`src/rtl/obc_pkg.sv`:
```
// Shared constants, threshold tables and types for the orbit binning and
// classification pipeline. No dependencies.
package obc_pkg;

  localparam int Q_BINS = 29;
  localparam int E_BINS = 8;
  localparam int I_BINS = 11;
  localparam int H_BINS = 18;

  localparam int Q_W = 23;
  localparam int E_W = 17;
  localparam int I_W = 16;
  localparam int H_W = 16;

  // Registers from the input ports to the results of the arithmetic units.
  localparam int ARITH_LAT = 19;
  // Combine stages after the units, the last one being the output register.
  localparam int PIPE_LAT  = ARITH_LAT + 3;

  localparam logic [Q_W-1:0] Q_THR [Q_BINS] = '{
    23'd26214, 23'd45875, 23'd52429, 23'd58982, 23'd65536, 23'd72090, 23'd78643,
    23'd85197, 23'd91750, 23'd98304, 23'd109445, 23'd117965, 23'd131072,
    23'd144179, 23'd157286, 23'd170394, 23'd183501, 23'd196608, 23'd209715,
    23'd229376, 23'd262144, 23'd294912, 23'd327680, 23'd360448, 23'd655360,
    23'd1310720, 23'd1966080, 23'd2621440, 23'd6553600
  };
  localparam logic [E_W-1:0] E_THR [E_BINS] = '{
    17'd6554, 17'd13107, 17'd19661, 17'd26214, 17'd32768, 17'd45875, 17'd58982,
    17'd72090
  };
  localparam logic [I_W-1:0] I_THR [I_BINS] = '{
    16'd512, 16'd1280, 16'd2560, 16'd3840, 16'd5120, 16'd6400, 16'd7680,
    16'd10240, 16'd15360, 16'd23040, 16'd46080
  };
  localparam logic signed [H_W-1:0] H_THR [H_BINS] = '{
    16'sd1536, 16'sd2048, 16'sd2560, 16'sd2816, 16'sd3072, 16'sd3328, 16'sd3584,
    16'sd3840, 16'sd4096, 16'sd4352, 16'sd4608, 16'sd4864, 16'sd5120, 16'sd5376,
    16'sd5632, 16'sd5888, 16'sd6144, 16'sd6528
  };

  // Semi-major axis windows, lower and upper bound, Q16 AU.
  localparam int AB_N = 8;
  localparam int AB_HUN = 0;
  localparam int AB_PHO = 1;
  localparam int AB_INB = 2;
  localparam int AB_PAL = 3;
  localparam int AB_HAN = 4;
  localparam int AB_OUT = 5;
  localparam int AB_HIL = 6;
  localparam int AB_TRO = 7;
  localparam logic [18:0] AB_LO [AB_N] = '{
    19'd116654, 19'd144179, 19'd137626, 19'd163840, 19'd167117, 19'd183501,
    19'd255590, 19'd330957
  };
  localparam logic [18:0] AB_HI [AB_N] = '{
    19'd131072, 19'd160563, 19'd163840, 19'd183501, 19'd178258, 19'd212992,
    19'd263455, 19'd350618
  };

  localparam logic [Q_W-1:0] Q_NEO     = 23'd85197;
  localparam logic [Q_W-1:0] Q_MARS    = 23'd109445;
  localparam logic [Q_W-1:0] Q_PHO     = 23'd98304;
  localparam logic [E_W-1:0] E_ONE     = 17'd65536;
  localparam logic [E_W-1:0] E_INT     = 17'd32768;
  localparam logic [E_W-1:0] E_HUN     = 17'd11796;
  localparam logic [E_W-1:0] E_PAL     = 17'd22938;
  localparam logic [E_W-1:0] E_HAN     = 17'd16384;
  localparam logic [E_W-1:0] E_MID     = 17'd29491;
  localparam logic [E_W-1:0] E_OUT     = 17'd26214;
  localparam logic [E_W-1:0] E_TRO     = 17'd14418;
  localparam logic [I_W-1:0] I_INT     = 16'd10240;
  localparam logic [I_W-1:0] I_HUN_LO  = 16'd4096;
  localparam logic [I_W-1:0] I_HUN_HI  = 16'd8704;
  localparam logic [I_W-1:0] I_PHO_LO  = 16'd5120;
  localparam logic [I_W-1:0] I_PHO_HI  = 16'd6912;
  localparam logic [I_W-1:0] I_PAL_LO  = 16'd6144;
  localparam logic [I_W-1:0] I_PAL_HI  = 16'd9472;
  localparam logic [I_W-1:0] I_HAN_LO  = 16'd5120;
  localparam logic [I_W-1:0] I_HAN_HI  = 16'd6016;
  localparam logic [I_W-1:0] I_MID     = 16'd5120;
  localparam logic [I_W-1:0] I_HIL     = 16'd4608;
  localparam logic [I_W-1:0] I_TRO     = 16'd9728;
  localparam logic signed [H_W-1:0] H_NEO_LO = 16'sd5760;
  localparam logic signed [H_W-1:0] H_NEO_HI = 16'sd4736;
  localparam logic [19:0] APH_INT  = 20'd655360;
  localparam logic [19:0] APH_MARS = 20'd103547;
  localparam logic [13:0] INB_OFS  = 14'd11648;
  localparam logic [12:0] INB_Q    = 13'd6400;
  localparam logic [3:0]  OUT_SLP  = 4'd9;
  localparam logic [17:0] OUT_OFS  = 18'd183296;
  localparam logic [16:0] OUT_Q    = 17'd81920;

  // Tisserand term constants.
  localparam logic [18:0] JFC_K1  = 19'd340787;
  localparam logic [13:0] SQ_K    = 14'd12603;
  localparam logic [24:0] T_LO    = 25'd131072;
  localparam logic [24:0] T_HI    = 25'd196608;

  // Cosine: angle folding and Horner steps in Q30.
  localparam logic [16:0] ANG_360 = 17'd92160;
  localparam logic [16:0] ANG_180 = 17'd46080;
  localparam logic [16:0] ANG_90  = 17'd23040;
  localparam logic [16:0] DEG2RAD = 17'd73204;
  localparam logic [30:0] COS_ONE = 31'h4000_0000;
  localparam int COS_STEPS = 5;
  localparam logic [6:0] COS_DIV [COS_STEPS] = '{7'd90, 7'd56, 7'd30, 7'd12, 7'd2};
  localparam logic [31:0] COS_REC [COS_STEPS] = '{
    32'((64'd1 << 32) / 64'd90), 32'((64'd1 << 32) / 64'd56),
    32'((64'd1 << 32) / 64'd30), 32'((64'd1 << 32) / 64'd12),
    32'((64'd1 << 32) / 64'd2)
  };

  typedef struct packed {
    logic        in_model;
    logic [4:0]  q_bin;
    logic [2:0]  e_bin;
    logic [3:0]  i_bin;
    logic [4:0]  h_bin;
    logic [13:0] mask;
    logic        jfc_q_ok;
    logic        d_neg;
    logic [16:0] ad;
  } side_t;

endpackage

```
`src/rtl/obc_isqrt.sv`:
```
// Forms q(1+e)/5.2 and takes its integer square root, two root bits per
// stage, padded to the common unit latency. Uses obc_pkg.
module obc_isqrt (
  input  logic                    clk,
  input  logic                    en,
  input  logic [obc_pkg::Q_W-1:0] q,
  input  logic [obc_pkg::E_W-1:0] e,
  output logic [19:0]             root
);
  import obc_pkg::*;

  localparam int STG = 10;
  localparam int PAD = ARITH_LAT - STG - 2;

  typedef struct packed {
    logic [21:0] rem;
    logic [19:0] root;
    logic [39:0] xs;
  } sq_t;

  function automatic sq_t sq_step(sq_t s);
    logic [23:0] cur;
    logic [23:0] trial;
    sq_t         o;
    cur   = {s.rem, s.xs[39:38]};
    trial = {2'b00, s.root, 2'b01};
    o.xs  = {s.xs[37:0], 2'b00};
    if (cur >= trial) begin
      o.rem  = 22'(cur - trial);
      o.root = {s.root[18:0], 1'b1};
    end else begin
      o.rem  = cur[21:0];
      o.root = {s.root[18:0], 1'b0};
    end
    return o;
  endfunction

  logic [40:0] pq_r;
  logic [54:0] px;
  logic [38:0] x_r;
  sq_t         seed;
  sq_t         st_r  [STG];
  logic [19:0] pad_r [PAD];

  assign px   = 55'(pq_r) * 55'(SQ_K);
  assign seed = '{rem: '0, root: '0, xs: {1'b0, x_r}};

  always_ff @(posedge clk) begin
    if (en) begin
      pq_r    <= 41'(q) * 41'(18'(e) + 18'(E_ONE));
      x_r     <= px[54:16];
      st_r[0] <= sq_step(sq_step(seed));
      for (int j = 1; j < STG; j++) st_r[j] <= sq_step(sq_step(st_r[j-1]));
      pad_r[0] <= st_r[STG-1].root;
      for (int j = 1; j < PAD; j++) pad_r[j] <= pad_r[j-1];
    end
  end

  assign root = pad_r[PAD-1];

endmodule

```
`config.mk`:
```
export PLATFORM = sky130hd
export DESIGN_NAME = obc_isqrt
export DESIGN_NICKNAME = d
export VERILOG_FILES = /design/src/rtl/obc_pkg.sv /design/src/rtl/obc_isqrt.sv
export SDC_FILE = /design/constraint.sdc
export NUM_CORES = 2
export LEC_CHECK = 0
export BUFFER_PORTS_ARGS = -buffer_cell sky130_fd_sc_hd__buf_2
export CAP_MARGIN = 15
export CORE_MARGIN = 2
export CORE_UTILIZATION = 50
export DETAILED_ROUTE_END_ITERATION = 7
export HOLD_SLACK_MARGIN = 0.02
export PLACE_DENSITY = 0.68
export SYNTH_ARGS = -nofsm -noshare
export SYNTH_HDL_FRONTEND = slang
export SYNTH_SLANG_ARGS = --single-unit
```
`constraint.sdc`:
```
create_clock -name clk -period 7.34 [get_ports clk]
set_input_delay 0.367 -clock clk [delete_from_list [all_inputs] [get_ports clk]]
set_output_delay 0.367 -clock clk [all_outputs]
set_load 0.05 [all_outputs]
```
==> metrics.md <==
| Metric | Value |
|---|---|
| Clk_lat worst skew | `roughly 0.64 ns` |
| Die H | `347 µm` |
| Hold Buf Count CTS | `0` |
| Max-Slew Margin vs Limit | `0.320` |
| Xor/xnor cell area share of the yosys netlist | `0.0492` |
| Clk root buf | `clkbuf_16` |
| Area of the multi-input gates | `33,800 µm²` |
| Met2 wire len | `61,700 µm` |
| Wl on met1 | `~56,000 µm` |
| DRT antenna net count | `0` |
| Post-synth cell types | `approximately 110` |
| CP Buf/Inv Count | `4` |
| WP depth | `23` |
| Vias | `just under 40,000` |
| Post-Route WL | `around 130,000 µm` |
| Gr usage total | `0.212` |
| FMAX | `approximately 140 MHz` |
| YS warnings | `0` |
| Crit share post-route | `0.948` |
| # rows | `between 100 and 150` |
| Post-synth ARST share | `0` |
| Post-synthesis mux area share | `0.0109` |
| DR vias/cell | `between 5 and 6` |
| Nets | `around 6,800` |
| Seq cells post-synth | `around 690` |
| Setup Viol. Count Final | `0` |
| Fin. max-slew vios | `0` |
| Num CTS Buffers | `75` |
| First-pass DRT Iterations | `6` |
| Yosys top cell area share | `0.352` |
| Largest net degree at the start of global routing | `144` |
| Synth area leader | `edfxtp_1` |
| Worst Hold Class | `primary input to flop` |
| Crit path launch type | `flop` |
| CTS Buffer Depth | `3` |
| Final Critical Period | `slightly below 7 ns` |
| Max-capacitance violation count | `0` |
| Synth Area in Adders | `0.298` |
| Clk sink count | `around 690` |
| Arrival time at the worst endpoint | `7.34 ns` |
| Number of enable flip-flop cells after synthesis | `between 600 and 700` |
| Die width | `approximately 350 µm` |
| PnR worst setup slack | `about 0.38 ns` |
| Syn_nets | `about 6,800` |
| Count leader, synth | `inv_1` |
| Vias in the first global route | `around 39,000` |
| Antenna violations before repair | `1` |
| Post-Syn Instances | `5,626` |
| DP HPWL | `approximately 100,000 µm` |
| Initial drt markers | `approximately 2,800` |
| Fin area | `about 64,000 µm²` |
| CTS tree | `built` |
| Antenna cells | `0` |
| Die Area | `~120,000 µm²` |
| Synth Area in Compound Gates | `0.0969` |
| Critical Path Sink Type | `flop` |
| Routed wl met3 | `5620 µm` |
| Top cells by count, synth | `inv_1 (1,003), edfxtp_1 (691), ha_1 (553), fa_1 (531), nand2_1 (487)` |
| PortBufs | `61` |
| Area growth syn-to-layout | `7.95%` |
| Synth top area cells | `edfxtp_1 (35%), fa_1 (18%), ha_1 (12%)` |
| Core Area | `approximately 120,000 µm²` |
| Crit-path cells | `ha_1 > fa_1 > fa_1 > fa_1 > fa_1 > inv_1 > fa_1 > inv_1 > ha_1 > a21oi_1 > or2_2 > a311o_1 > nor4_2 > buf_4 > nor4_1 > buf_4 > nor3b_2 > a21oi_1 > o31ai_2 > a41o_1 > a211o_1 > a21oi_1 > xnor2_1` |
| Mapped Avg Cell Area | `10.5 µm²` |
| Final hold viol count | `0` |
| Gpl congestion | `around 0.92` |
| Worst Path Required | `7.72 ns` |
| Initial Utilization | `0.506` |
| Delay-heaviest family, CP | `adder cells` |
| Top Ports | `between 60 and 70` |
| Max stage delay on crit path | `0.57 ns` |
| Layout cell share with drive strength beyond 1 | `0.0640` |
| Layout Skew | `0.0156 ns` |
| Crit path top cell by count | `fa_1` |
| Final setup TNS | `0 ns` |
| Routed length per instance | `17.4 µm` |
| Post-Place Setup Slack | `~0.093 ns` |
| Synth Area in Simple Gates | `0.118` |
| Register Area | `between 20,000 and 25,000 µm²` |
| Post-DP Area | `about 61,000 µm²` |
| H-tree depth | `3` |
| Post-Syn Area | `about 59,000 µm²` |
| Worst-path cell with the longest stage delay | `fa_1` |
| Max Used Layer | `met4` |
| Crit Path Max Fanout | `6` |
| RSZ-0062 raised after global routing | `no` |
| Largest family of logic cells by synthesized area | `adder cells` |
| Worst Tran Pin Value | `1.01 ns` |
| WS Path Type | `flop to flop` |
| Hold depth | `1` |
| Filler cells | `between 9,000 and 10,000` |
| R2R depth | `23` |
| Outcome | `finished clean` |
| DRC viols | `0` |
| Ys flop type | `edfxtp_1` |
| Sequential area share after synthesis | `0.352` |
| GRT Residual Overflow | `0` |
| First-pass GRT wire length | `slightly above 200,000 µm` |
| CTS clk-pin slew, worst paths | `around 0.060 ns` |
## layout by cell type (no fill, tap or decap), types with 60 or more instances in the layout
cell type / instances
a21o_1: 119
a21oi_1: 269
and2_1: 167
buf_2: 60
buf_4: 64
clkbuf_16: 75
edfxtp_1: 691
fa_1: 531
ha_1: 553
inv_1: 1003
nand2_1: 487
nand3_1: 83
nor2_1: 273
nor3_1: 75
o21ai_0: 186
xnor2_1: 205
xor2_1: 124
## cell type report
class                   instances  area share
multi-input cells            3771       0.531
flip-flops and latches        691       0.326
inverters                    1010      0.0597
clock buffers                  87      0.0302
well taps                    1524      0.0300
repair buffers                128      0.0135
clock inverters                50     0.00950
## layer usage
layer / up-vias / track usage
li1: 19000 / -
met4: 0 / 0.0634
met2: 861 / 0.360
met5: - / 0
met1: 19200 / 0.281
met3: 185 / 0.0303
## registers in the layout (all words and copies together), names as in the netlist
name   cells
x_r       39
st_r     471
pad_r    140
pq_r      41
## worst register-to-register path, delay by kind of cell (launching register included)
family | cells | cell delay [ns]
AOI/OAI and AO/OA | 7 | 1.44
xor gates and xnor gates | 1 | 0.12
adders and majority gates | 7 | 3.27
buffers and inverters | 4 | 0.44
and+or+nand+nor | 4 | 0.90
DFF | 1 | 0.52
## timing repair
action / 4_1_cts / 5_1_grt
setup endpoints to repair: 0 / 8
endpoints found under the hold margin: 0 / 0
buffers inserted: 0 / 2
gates resized for setup: 0 / 4
## path summary, 6_finish.rpt
| path | slack (ns) | from | end |
|---|---|---|---|
| setup / recovery | 0.38 | pq_r[3]$_DFFE_PP_ | x_r[38]$_DFFE_PP_ |
| setup reg to reg | 0.38 | pq_r[3]$_DFFE_PP_ | x_r[38]$_DFFE_PP_ |
| hold reg to reg | 0.41 | x_r[6]$_DFFE_PP_ | st_r[0][6]$_DFFE_PP_ |
| hold / removal | 0.21 | en | st_r[1][75]$_DFFE_PP_ |
## stage by stage
step	std cells	hold WS, ns	util
floorplan	5626	0.400	-
global placement	7122	0.400	0.524
detailed placement	7122	0.405	0.524
CTS	7259	0.214	0.546
global route	7261	0.229	0.546
finish	7261	0.211	0.546
## cell families after synthesis
kind of cell    count (synthesis)
fa+ha+maj                    1084
compound gates                882
buf+inv                      1164
xor+xnor                      330
simple gates                 1418
flops                         691
mux                            57
Power is left out: the tool's default activity adds up to more than one toggle a clock period on the data nets, which glitch-free logic cannot reach.
