[src/rtl/obc_pkg.sv]
// Shared constants, threshold tables and types for the orbit binning and
// classification pipeline. No dependencies.
package obc_pkg;

  localparam int Q_BINS = 29;
  localparam int E_BINS = 8;
  localparam int I_BINS = 11;
  localparam int H_BINS = 18;

  localparam int Q_W = 23;
  localparam int E_W = 17;
  localparam int I_W = 16;
  localparam int H_W = 16;

  // Registers from the input ports to the results of the arithmetic units.
  localparam int ARITH_LAT = 19;
  // Combine stages after the units, the last one being the output register.
  localparam int PIPE_LAT  = ARITH_LAT + 3;

  localparam logic [Q_W-1:0] Q_THR [Q_BINS] = '{
    23'd26214, 23'd45875, 23'd52429, 23'd58982, 23'd65536, 23'd72090, 23'd78643,
    23'd85197, 23'd91750, 23'd98304, 23'd109445, 23'd117965, 23'd131072,
    23'd144179, 23'd157286, 23'd170394, 23'd183501, 23'd196608, 23'd209715,
    23'd229376, 23'd262144, 23'd294912, 23'd327680, 23'd360448, 23'd655360,
    23'd1310720, 23'd1966080, 23'd2621440, 23'd6553600
  };
  localparam logic [E_W-1:0] E_THR [E_BINS] = '{
    17'd6554, 17'd13107, 17'd19661, 17'd26214, 17'd32768, 17'd45875, 17'd58982,
    17'd72090
  };
  localparam logic [I_W-1:0] I_THR [I_BINS] = '{
    16'd512, 16'd1280, 16'd2560, 16'd3840, 16'd5120, 16'd6400, 16'd7680,
    16'd10240, 16'd15360, 16'd23040, 16'd46080
  };
  localparam logic signed [H_W-1:0] H_THR [H_BINS] = '{
    16'sd1536, 16'sd2048, 16'sd2560, 16'sd2816, 16'sd3072, 16'sd3328, 16'sd3584,
    16'sd3840, 16'sd4096, 16'sd4352, 16'sd4608, 16'sd4864, 16'sd5120, 16'sd5376,
    16'sd5632, 16'sd5888, 16'sd6144, 16'sd6528
  };

  // Semi-major axis windows, lower and upper bound, Q16 AU.
  localparam int AB_N = 8;
  localparam int AB_HUN = 0;
  localparam int AB_PHO = 1;
  localparam int AB_INB = 2;
  localparam int AB_PAL = 3;
  localparam int AB_HAN = 4;
  localparam int AB_OUT = 5;
  localparam int AB_HIL = 6;
  localparam int AB_TRO = 7;
  localparam logic [18:0] AB_LO [AB_N] = '{
    19'd116654, 19'd144179, 19'd137626, 19'd163840, 19'd167117, 19'd183501,
    19'd255590, 19'd330957
  };
  localparam logic [18:0] AB_HI [AB_N] = '{
    19'd131072, 19'd160563, 19'd163840, 19'd183501, 19'd178258, 19'd212992,
    19'd263455, 19'd350618
  };

  localparam logic [Q_W-1:0] Q_NEO     = 23'd85197;
  localparam logic [Q_W-1:0] Q_MARS    = 23'd109445;
  localparam logic [Q_W-1:0] Q_PHO     = 23'd98304;
  localparam logic [E_W-1:0] E_ONE     = 17'd65536;
  localparam logic [E_W-1:0] E_INT     = 17'd32768;
  localparam logic [E_W-1:0] E_HUN     = 17'd11796;
  localparam logic [E_W-1:0] E_PAL     = 17'd22938;
  localparam logic [E_W-1:0] E_HAN     = 17'd16384;
  localparam logic [E_W-1:0] E_MID     = 17'd29491;
  localparam logic [E_W-1:0] E_OUT     = 17'd26214;
  localparam logic [E_W-1:0] E_TRO     = 17'd14418;
  localparam logic [I_W-1:0] I_INT     = 16'd10240;
  localparam logic [I_W-1:0] I_HUN_LO  = 16'd4096;
  localparam logic [I_W-1:0] I_HUN_HI  = 16'd8704;
  localparam logic [I_W-1:0] I_PHO_LO  = 16'd5120;
  localparam logic [I_W-1:0] I_PHO_HI  = 16'd6912;
  localparam logic [I_W-1:0] I_PAL_LO  = 16'd6144;
  localparam logic [I_W-1:0] I_PAL_HI  = 16'd9472;
  localparam logic [I_W-1:0] I_HAN_LO  = 16'd5120;
  localparam logic [I_W-1:0] I_HAN_HI  = 16'd6016;
  localparam logic [I_W-1:0] I_MID     = 16'd5120;
  localparam logic [I_W-1:0] I_HIL     = 16'd4608;
  localparam logic [I_W-1:0] I_TRO     = 16'd9728;
  localparam logic signed [H_W-1:0] H_NEO_LO = 16'sd5760;
  localparam logic signed [H_W-1:0] H_NEO_HI = 16'sd4736;
  localparam logic [19:0] APH_INT  = 20'd655360;
  localparam logic [19:0] APH_MARS = 20'd103547;
  localparam logic [13:0] INB_OFS  = 14'd11648;
  localparam logic [12:0] INB_Q    = 13'd6400;
  localparam logic [3:0]  OUT_SLP  = 4'd9;
  localparam logic [17:0] OUT_OFS  = 18'd183296;
  localparam logic [16:0] OUT_Q    = 17'd81920;

  // Tisserand term constants.
  localparam logic [18:0] JFC_K1  = 19'd340787;
  localparam logic [13:0] SQ_K    = 14'd12603;
  localparam logic [24:0] T_LO    = 25'd131072;
  localparam logic [24:0] T_HI    = 25'd196608;

  // Cosine: angle folding and Horner steps in Q30.
  localparam logic [16:0] ANG_360 = 17'd92160;
  localparam logic [16:0] ANG_180 = 17'd46080;
  localparam logic [16:0] ANG_90  = 17'd23040;
  localparam logic [16:0] DEG2RAD = 17'd73204;
  localparam logic [30:0] COS_ONE = 31'h4000_0000;
  localparam int COS_STEPS = 5;
  localparam logic [6:0] COS_DIV [COS_STEPS] = '{7'd90, 7'd56, 7'd30, 7'd12, 7'd2};
  localparam logic [31:0] COS_REC [COS_STEPS] = '{
    32'((64'd1 << 32) / 64'd90), 32'((64'd1 << 32) / 64'd56),
    32'((64'd1 << 32) / 64'd30), 32'((64'd1 << 32) / 64'd12),
    32'((64'd1 << 32) / 64'd2)
  };

  typedef struct packed {
    logic        in_model;
    logic [4:0]  q_bin;
    logic [2:0]  e_bin;
    logic [3:0]  i_bin;
    logic [4:0]  h_bin;
    logic [13:0] mask;
    logic        jfc_q_ok;
    logic        d_neg;
    logic [16:0] ad;
  } side_t;

endpackage

[src/rtl/obc_recip.sv]
// Pipelined restoring divider for floor(2^32 / q), two quotient bits per
// stage, padded to the common unit latency. Uses obc_pkg.
module obc_recip (
  input  logic                    clk,
  input  logic                    en,
  input  logic [obc_pkg::Q_W-1:0] den,
  output logic [15:0]             quo
);
  import obc_pkg::*;

  localparam int STG = 8;
  localparam int PAD = ARITH_LAT - STG;

  typedef struct packed {
    logic [22:0] rem;
    logic [15:0] quo;
    logic [22:0] den;
  } rcp_t;

  function automatic rcp_t rcp_step(rcp_t s);
    logic [23:0] cur;
    rcp_t        o;
    o   = s;
    cur = {s.rem, 1'b0};
    if (cur >= {1'b0, s.den}) begin
      o.rem = 23'(cur - {1'b0, s.den});
      o.quo = {s.quo[14:0], 1'b1};
    end else begin
      o.rem = cur[22:0];
      o.quo = {s.quo[14:0], 1'b0};
    end
    return o;
  endfunction

  rcp_t        seed;
  rcp_t        st_r  [STG];
  logic [15:0] pad_r [PAD];

  // the upper half of 2^32 is the starting remainder; q is above it in range
  assign seed = '{rem: 23'd65536, quo: '0, den: den};

  always_ff @(posedge clk) begin
    if (en) begin
      st_r[0] <= rcp_step(rcp_step(seed));
      for (int j = 1; j < STG; j++) st_r[j] <= rcp_step(rcp_step(st_r[j-1]));
      pad_r[0] <= st_r[STG-1].quo;
      for (int j = 1; j < PAD; j++) pad_r[j] <= pad_r[j-1];
    end
  end

  assign quo = pad_r[PAD-1];

endmodule

[config.mk]
export PLATFORM = sky130hd
export DESIGN_NAME = obc_recip
export DESIGN_NICKNAME = d
export VERILOG_FILES = /design/src/rtl/obc_pkg.sv /design/src/rtl/obc_recip.sv
export SDC_FILE = /design/constraint.sdc
export NUM_CORES = 1
export LEC_CHECK = 0
export BUFFER_PORTS_ARGS = -buffer_cell sky130_fd_sc_hd__buf_2
export CAP_MARGIN = 30
export CORE_MARGIN = 5
export CORE_UTILIZATION = 30
export DETAILED_ROUTE_END_ITERATION = 8
export PLACE_DENSITY = 0.45
export SYNTH_ARGS = -nofsm -noshare
export SYNTH_HDL_FRONTEND = slang
export SYNTH_SLANG_ARGS = --single-unit
export TNS_END_PERCENT = 5
[constraint.sdc]
create_clock -name clk -period 10.5 [get_ports clk]
set_input_delay 1.575 -clock clk [delete_from_list [all_inputs] [get_ports clk]]
set_output_delay 1.575 -clock clk [all_outputs]
set_load 0.02 [all_outputs]
==> run summary, run 1 <==
hpwl dp - 62,000 um
Layout area overhead - 11.9%
most frequent cells in the layout - edfxtp_1, ha_1, a21oi_1
Clock transition at path regs - 0.05 ns
multi-input logic area - 0.0183 mm^2
most common cell after layout, fill and taps aside - edfxtp_1
Min Clock Period, post-route - 6.89 ns
CTS Buffer Depth - 3
CTS root buf - clkbuf_16
final worst slack - 3.61 ns
measured slew at the worst slew-check pin - 0.897 ns
remaining antenna violation count - 0
met2 Use GR - 22.3%
Critical Path End Type - flip-flop
Vias - 24.7k
Ports - 41
initial antenna violation count - 0
CP max FO - 33
Pre-Repair DR Iteration Count - 5
Yosys reg bits - 570
Fillers - 12.3k
setup TNS - 0 ns
register area - 0.0171 mm^2
Yosys warnings - 0
Die Wd - 359 um
core area - 0.122 mm^2
number of synthesized flops with an enable pin - 570
CTS Buf Count - 70
MaxCap Viol Count - 0
die height - 359 um
syn avg cell area - 10.7 um^2
synthesized area - 0.0366 mm^2
CP Data Required Time - 10.86 ns
global-route wire length before repair - 132,000 um
final setup violation count - 0
Worst R2R Path Depth - 22
DP Worst Slack - 2.88 ns
gr usage total - 12.3%
Synthesized Nets - 3,797
max_slew headroom - 38.7%
Fmax - 0.145 GHz
final hold viol count - 0
initial drt markers - 1,076
# H-tree levels - 3
vias in the first global route - 25.5k
Post-Route WL - 80,400 um
Hold Crit Class - flip-flop to flip-flop
CTS tree - built
RSZ-0062 raised after global routing - no
sequential area share after synthesis - 46.7%
die area - 0.129 mm^2
Most used DFF post-synth - edfxtp_1
Hold Buf Count CTS - 0
site row count - 128
worst path arrival time - 7.25 ns
initial core utilization - 30.1%
Num Clock Sinks - 570
post-layout util - 33.7%
Resized Gates After CTS - 0
layout cells sized above 1 - 7.92%
GR Util met3 - 1.93%
pin count of the biggest net entering global routing - 105
WL/cell - 15.5 um
worst-skew pair later-pin latency - 0.62 ns
worst clock skew - 0.0314 ns
fin crit share - 65.6%
Final Slew Violations - 0
Unique masters post-synth - 83
number of port buffers - 40
DRC - 0
grt ovf - 0
hold-critical path depth - 0
GR Util met1 - 14.6%
outcome - completed
cells after synthesis - 3,427
Layout Nets - 3,880
Post-CTS Setup Repair Bufs - 0
critical path type - flip-flop to flip-flop
CP Launch Type - flip-flop
via/cell ratio - 4.76
most used routing layer - met2
Antenna Diode Count - 0
GPL Wtd Cong - 0.841
FFs w/ async S/R, synth - 0%
worst max-delay path, cell delays in order (launching register included):
cell and delay (ns):
edfxtp_1 0.59, fa_1 0.52, nor2b_1 0.16, o31a_1 0.22, o21ai_1 0.20, o21ai_1 0.33
a311oi_1 0.17, o21ai_2 0.15, buf_4 0.34, clkinv_1 0.43, o31ai_1 0.45, ha_1 0.35
o21a_1 0.18, nor2_1 0.09, a21oi_1 0.07, a21o_1 0.25, a311o_1 0.46, a31oi_1 0.21
a21oi_1 0.16, a2111oi_4 0.37, buf_4 0.37, inv_2 0.18, mux2_1 0.35
routing by layer:
| layer | vias to the layer above | routed length, um |
|---|---|---|
| met5 | - | 0 |
| met4 | 0 | 2850 |
| met3 | 147 | 1930 |
| met2 | 245 | 39800 |
| met1 | 11492 | 35800 |
| li1 | 12831 | - |
metrics by stage:
| step | hold WS [ns] | instances | cell area (um^2) |
|---|---|---|---|
| 2_1_floorplan | 0.400 | 3427 | 36600 |
| 3_3_place_gp | 0.401 | 5061 | 38800 |
| 3_5_place_dp | 0.405 | 5063 | 38900 |
| 4_1_cts | 0.396 | 5187 | 41000 |
| 5_1_grt | 0.401 | 5187 | 41000 |
| 6_report | 0.407 | 5187 | 41000 |
final timing paths:
kind	start	end	slack (ns)
setup / recovery	st_r[1][0]	st_r[1][122]	3.61
hold / removal	st_r[1][158]	st_r[1][222]	0.41
setup reg to reg	st_r[1][0]	st_r[1][122]	3.61
hold reg to reg	st_r[1][158]	st_r[1][222]	0.41
Yosys cell counts, types with 42 or more instances:
| cell type | number | area [um^2] |
|---|---|---|
| nand2_1 | 253 | 950 |
| xor2_1 | 91 | 797 |
| edfxtp_1 | 570 | 17100 |
| mux2_2 | 77 | 867 |
| a21o_1 | 108 | 811 |
| a21oi_1 | 296 | 1480 |
| nor3_1 | 54 | 270 |
| nor2_1 | 254 | 953 |
| ha_1 | 338 | 4230 |
| xnor2_1 | 183 | 1600 |
| o21ai_1 | 42 | 210 |
| nand2b_1 | 48 | 300 |
| inv_1 | 252 | 946 |
| nand3_1 | 49 | 245 |
| o21a_1 | 42 | 315 |
| nor2b_1 | 42 | 263 |
| o21ai_0 | 169 | 846 |
| mux2_1 | 57 | 642 |
registers in the layout, summed over array words and instances, names as in the netlist:
| name | count |
|---|---|
| pad_r | 176 |
| st_r | 394 |
cell families (layout without fill, tap and decap cells):
| group | after synthesis | in the layout | share of synthesized area (%) |
|---|---|---|---|
| compound gates | 902 | 902 | 15.4 |
| xor+xnor | 274 | 274 | 6.55 |
| fa+ha+maj | 345 | 345 | 11.9 |
| buf+inv | 314 | 449 | 3.32 |
| flops | 570 | 570 | 46.7 |
| mux | 157 | 157 | 4.91 |
| simple gates | 865 | 865 | 11.1 |
area by class of cell:
| type | instances | area share, % |
|---|---|---|
| inverters | 258 | 2.36 |
| multi-input cells | 2543 | 44.7 |
| flip-flops and latches | 570 | 41.7 |
| clock inverters | 34 | 0.723 |
| repair buffers | 67 | 1.02 |
| clock buffers | 90 | 4.51 |
| well taps | 1625 | 4.96 |
Power of run 1 is left out: the tool's default activity adds up to more than one toggle a clock period on the data nets, which glitch-free logic cannot reach.
==> inputs of run 2 (changes only) <==
==> constraint.sdc (replaced) <==
create_clock -name clk -period 6.5 [get_ports clk]
set_input_delay 0.975 -clock clk [delete_from_list [all_inputs] [get_ports clk]]
set_output_delay 0.975 -clock clk [all_outputs]
set_load 0.02 [all_outputs]
==> run 2 against run 1 <==
Net effect: hold slack better by 0.0052 ns; via count up 1.2%; global-route usage up 0.12 points; register-to-register slack worse by 3.3 ns.
==> run summary, run 2 (synthesis results as in run 1) <==
outcome - completed
# H-tree levels - 3 (unchanged)
core area - 0.122 mm^2 (unchanged)
pin count of the biggest net entering global routing - 140 (+33%)
gr usage total - 12.4% (+0.12 points)
Ports - 41 (unchanged)
grt ovf - 0 (unchanged)
GPL Wtd Cong - 0.827 (-1.7%)
Vias - 25.0k (+1.2%)
worst clock skew - 0.0187 ns (-0.0128 ns)
Num Clock Sinks - 570 (unchanged)
Hold Buf Count CTS - 0 (unchanged)
most frequent cells in the layout - edfxtp_1, ha_1, a21oi_1
Fmax - 0.162 GHz (+12%)
initial drt markers - 885 (-18%)
worst path arrival time - 6.50 ns (-0.75 ns)
Resized Gates After CTS - 0 (unchanged)
die height - 359 um (unchanged)
WL/cell - 15.6 um (+0.90%)
most common cell after layout, fill and taps aside - edfxtp_1
Die Wd - 359 um (unchanged)
setup TNS - 0 ns (unchanged)
Hold Crit Class - flip-flop to flip-flop
Worst R2R Path Depth - 20 (-9.1%)
hold-critical path depth - 0 (unchanged)
final hold viol count - 0 (unchanged)
CTS Buf Count - 71 (+1.4%)
Pre-Repair DR Iteration Count - 7 (+2)
CP max FO - 23 (-30%)
CTS root buf - clkbuf_16
RSZ-0062 raised after global routing - no
global-route wire length before repair - 132,000 um (+0.33%)
critical path type - flip-flop to flip-flop
measured slew at the worst slew-check pin - 0.812 ns (-0.0845 ns)
Min Clock Period, post-route - 6.16 ns (-0.730 ns)
Layout Nets - 3,926 (+1.2%)
hpwl dp - 63,200 um (+1.9%)
Clock transition at path regs - 0.05 ns (about the same)
die area - 0.129 mm^2 (unchanged)
Fillers - 12.2k (-0.35%)
most flop-heavy register - st_r
site row count - 128 (unchanged)
final setup violation count - 0 (unchanged)
MaxCap Viol Count - 0 (unchanged)
Layout area overhead - 13.0%
remaining antenna violation count - 0 (unchanged)
CTS tree - built
fin crit share - 94.8% (+29 points)
Largest register FFs - 394 (unchanged)
CTS Buffer Depth - 3 (unchanged)
initial core utilization - 30.1% (unchanged)
Antenna Diode Count - 0 (unchanged)
layout cells sized above 1 - 9.10% (+1.2 points)
vias in the first global route - 25.7k (+1.1%)
CP Launch Type - flip-flop
Post-CTS Setup Repair Bufs - 0 (unchanged)
CP Data Required Time - 6.84 ns (-4.02 ns)
via/cell ratio - 4.79 (+0.42%)
initial antenna violation count - 0 (unchanged)
DRC - 0 (unchanged)
worst-skew pair later-pin latency - 0.61 ns (about the same)
number of port buffers - 40 (unchanged)
Final Slew Violations - 0 (unchanged)
max_slew headroom - 45.8% (+7.2 points)
Critical Path End Type - flip-flop
Post-Route WL - 81,800 um (+1.7%)
biggest regs - st_r (394), pad_r (176)
-- run 2: changes by cell type in the layout (fill, tap and decap cells not counted), moves of 2 or more --
cell	before	now
buf_4	26	61
clkbuf_1	19	17
buf_12	0	10
clkinv_2	6	10
bufinv_16	4	1
-- run 2: final cells by class --
cell class | instances | area, um^2 | area share (%)
tap | 1625 | 2030 | 4.91
multi-input combinational | 2543 | 18400 | 44.3
clock inverter | 32 | 194 | 0.468
clock buffer | 89 | 1870 | 4.51
inverter | 258 | 968 | 2.34
sequential | 570 | 17100 | 41.3
timing repair buffer | 112 | 880 | 2.12
-- run 2: worst paths after layout --
kind / start / to / slack [ns]
max: st_r[0][4] / st_r[0][102] / 0.34
min reg2reg: pad_r[4][7] / pad_r[5][7] / 0.41
min: pad_r[4][7] / pad_r[5][7] / 0.41
max reg2reg: st_r[0][4] / st_r[0][102] / 0.34
-- run 2: worst max-delay path, cell delays in order (launching register included) --
cell and delay, ns:
edfxtp_1 0.37, inv_1 0.11, ha_1 0.30, a21o_1 0.21, nand2_1 0.10, a31oi_1 0.19, or4_4 0.55, a2111oi_4 0.73
mux2_2 0.44, ha_1 0.34, a2111oi_1 0.41, buf_4 0.18, a21oi_1 0.12, a21o_1 0.27, a2111oi_4 0.39, o31a_1 0.23
o21ai_1 0.10, nand2_1 0.09, and3_1 0.20, buf_12 0.19, mux2_1 0.35
-- run 2: metal layers --
| layer | vias to the layer above | GRT usage, % | part of all wire [%] |
|---|---|---|---|
| met5 | - | 0 | 0 |
| met4 | 0 | 4.06 | 3.2 |
| met3 | 141 | 1.84 | 2.2 |
| met2 | 241 | 23.2 | 51 |
| met1 | 11705 | 14.4 | 44 |
| li1 | 12934 | - | - |
-- run 2: per-stage QoR --
step	util, %	hold WS [ns]	setup WS (ns)	instances	cell area [um^2]
after CTS	34.0	0.413	0.187	5229	41400
after detailed placement	32.4	0.405	0.0302	5108	39300
final	34.1	0.412	0.340	5229	41400
after global placement	32.4	0.400	0.0204	5108	39300
after floorplan	-	0.400	0.525	3427	36600
after global routing	34.1	0.413	0.0259	5229	41400
Power of run 2 is left out for the same reason.
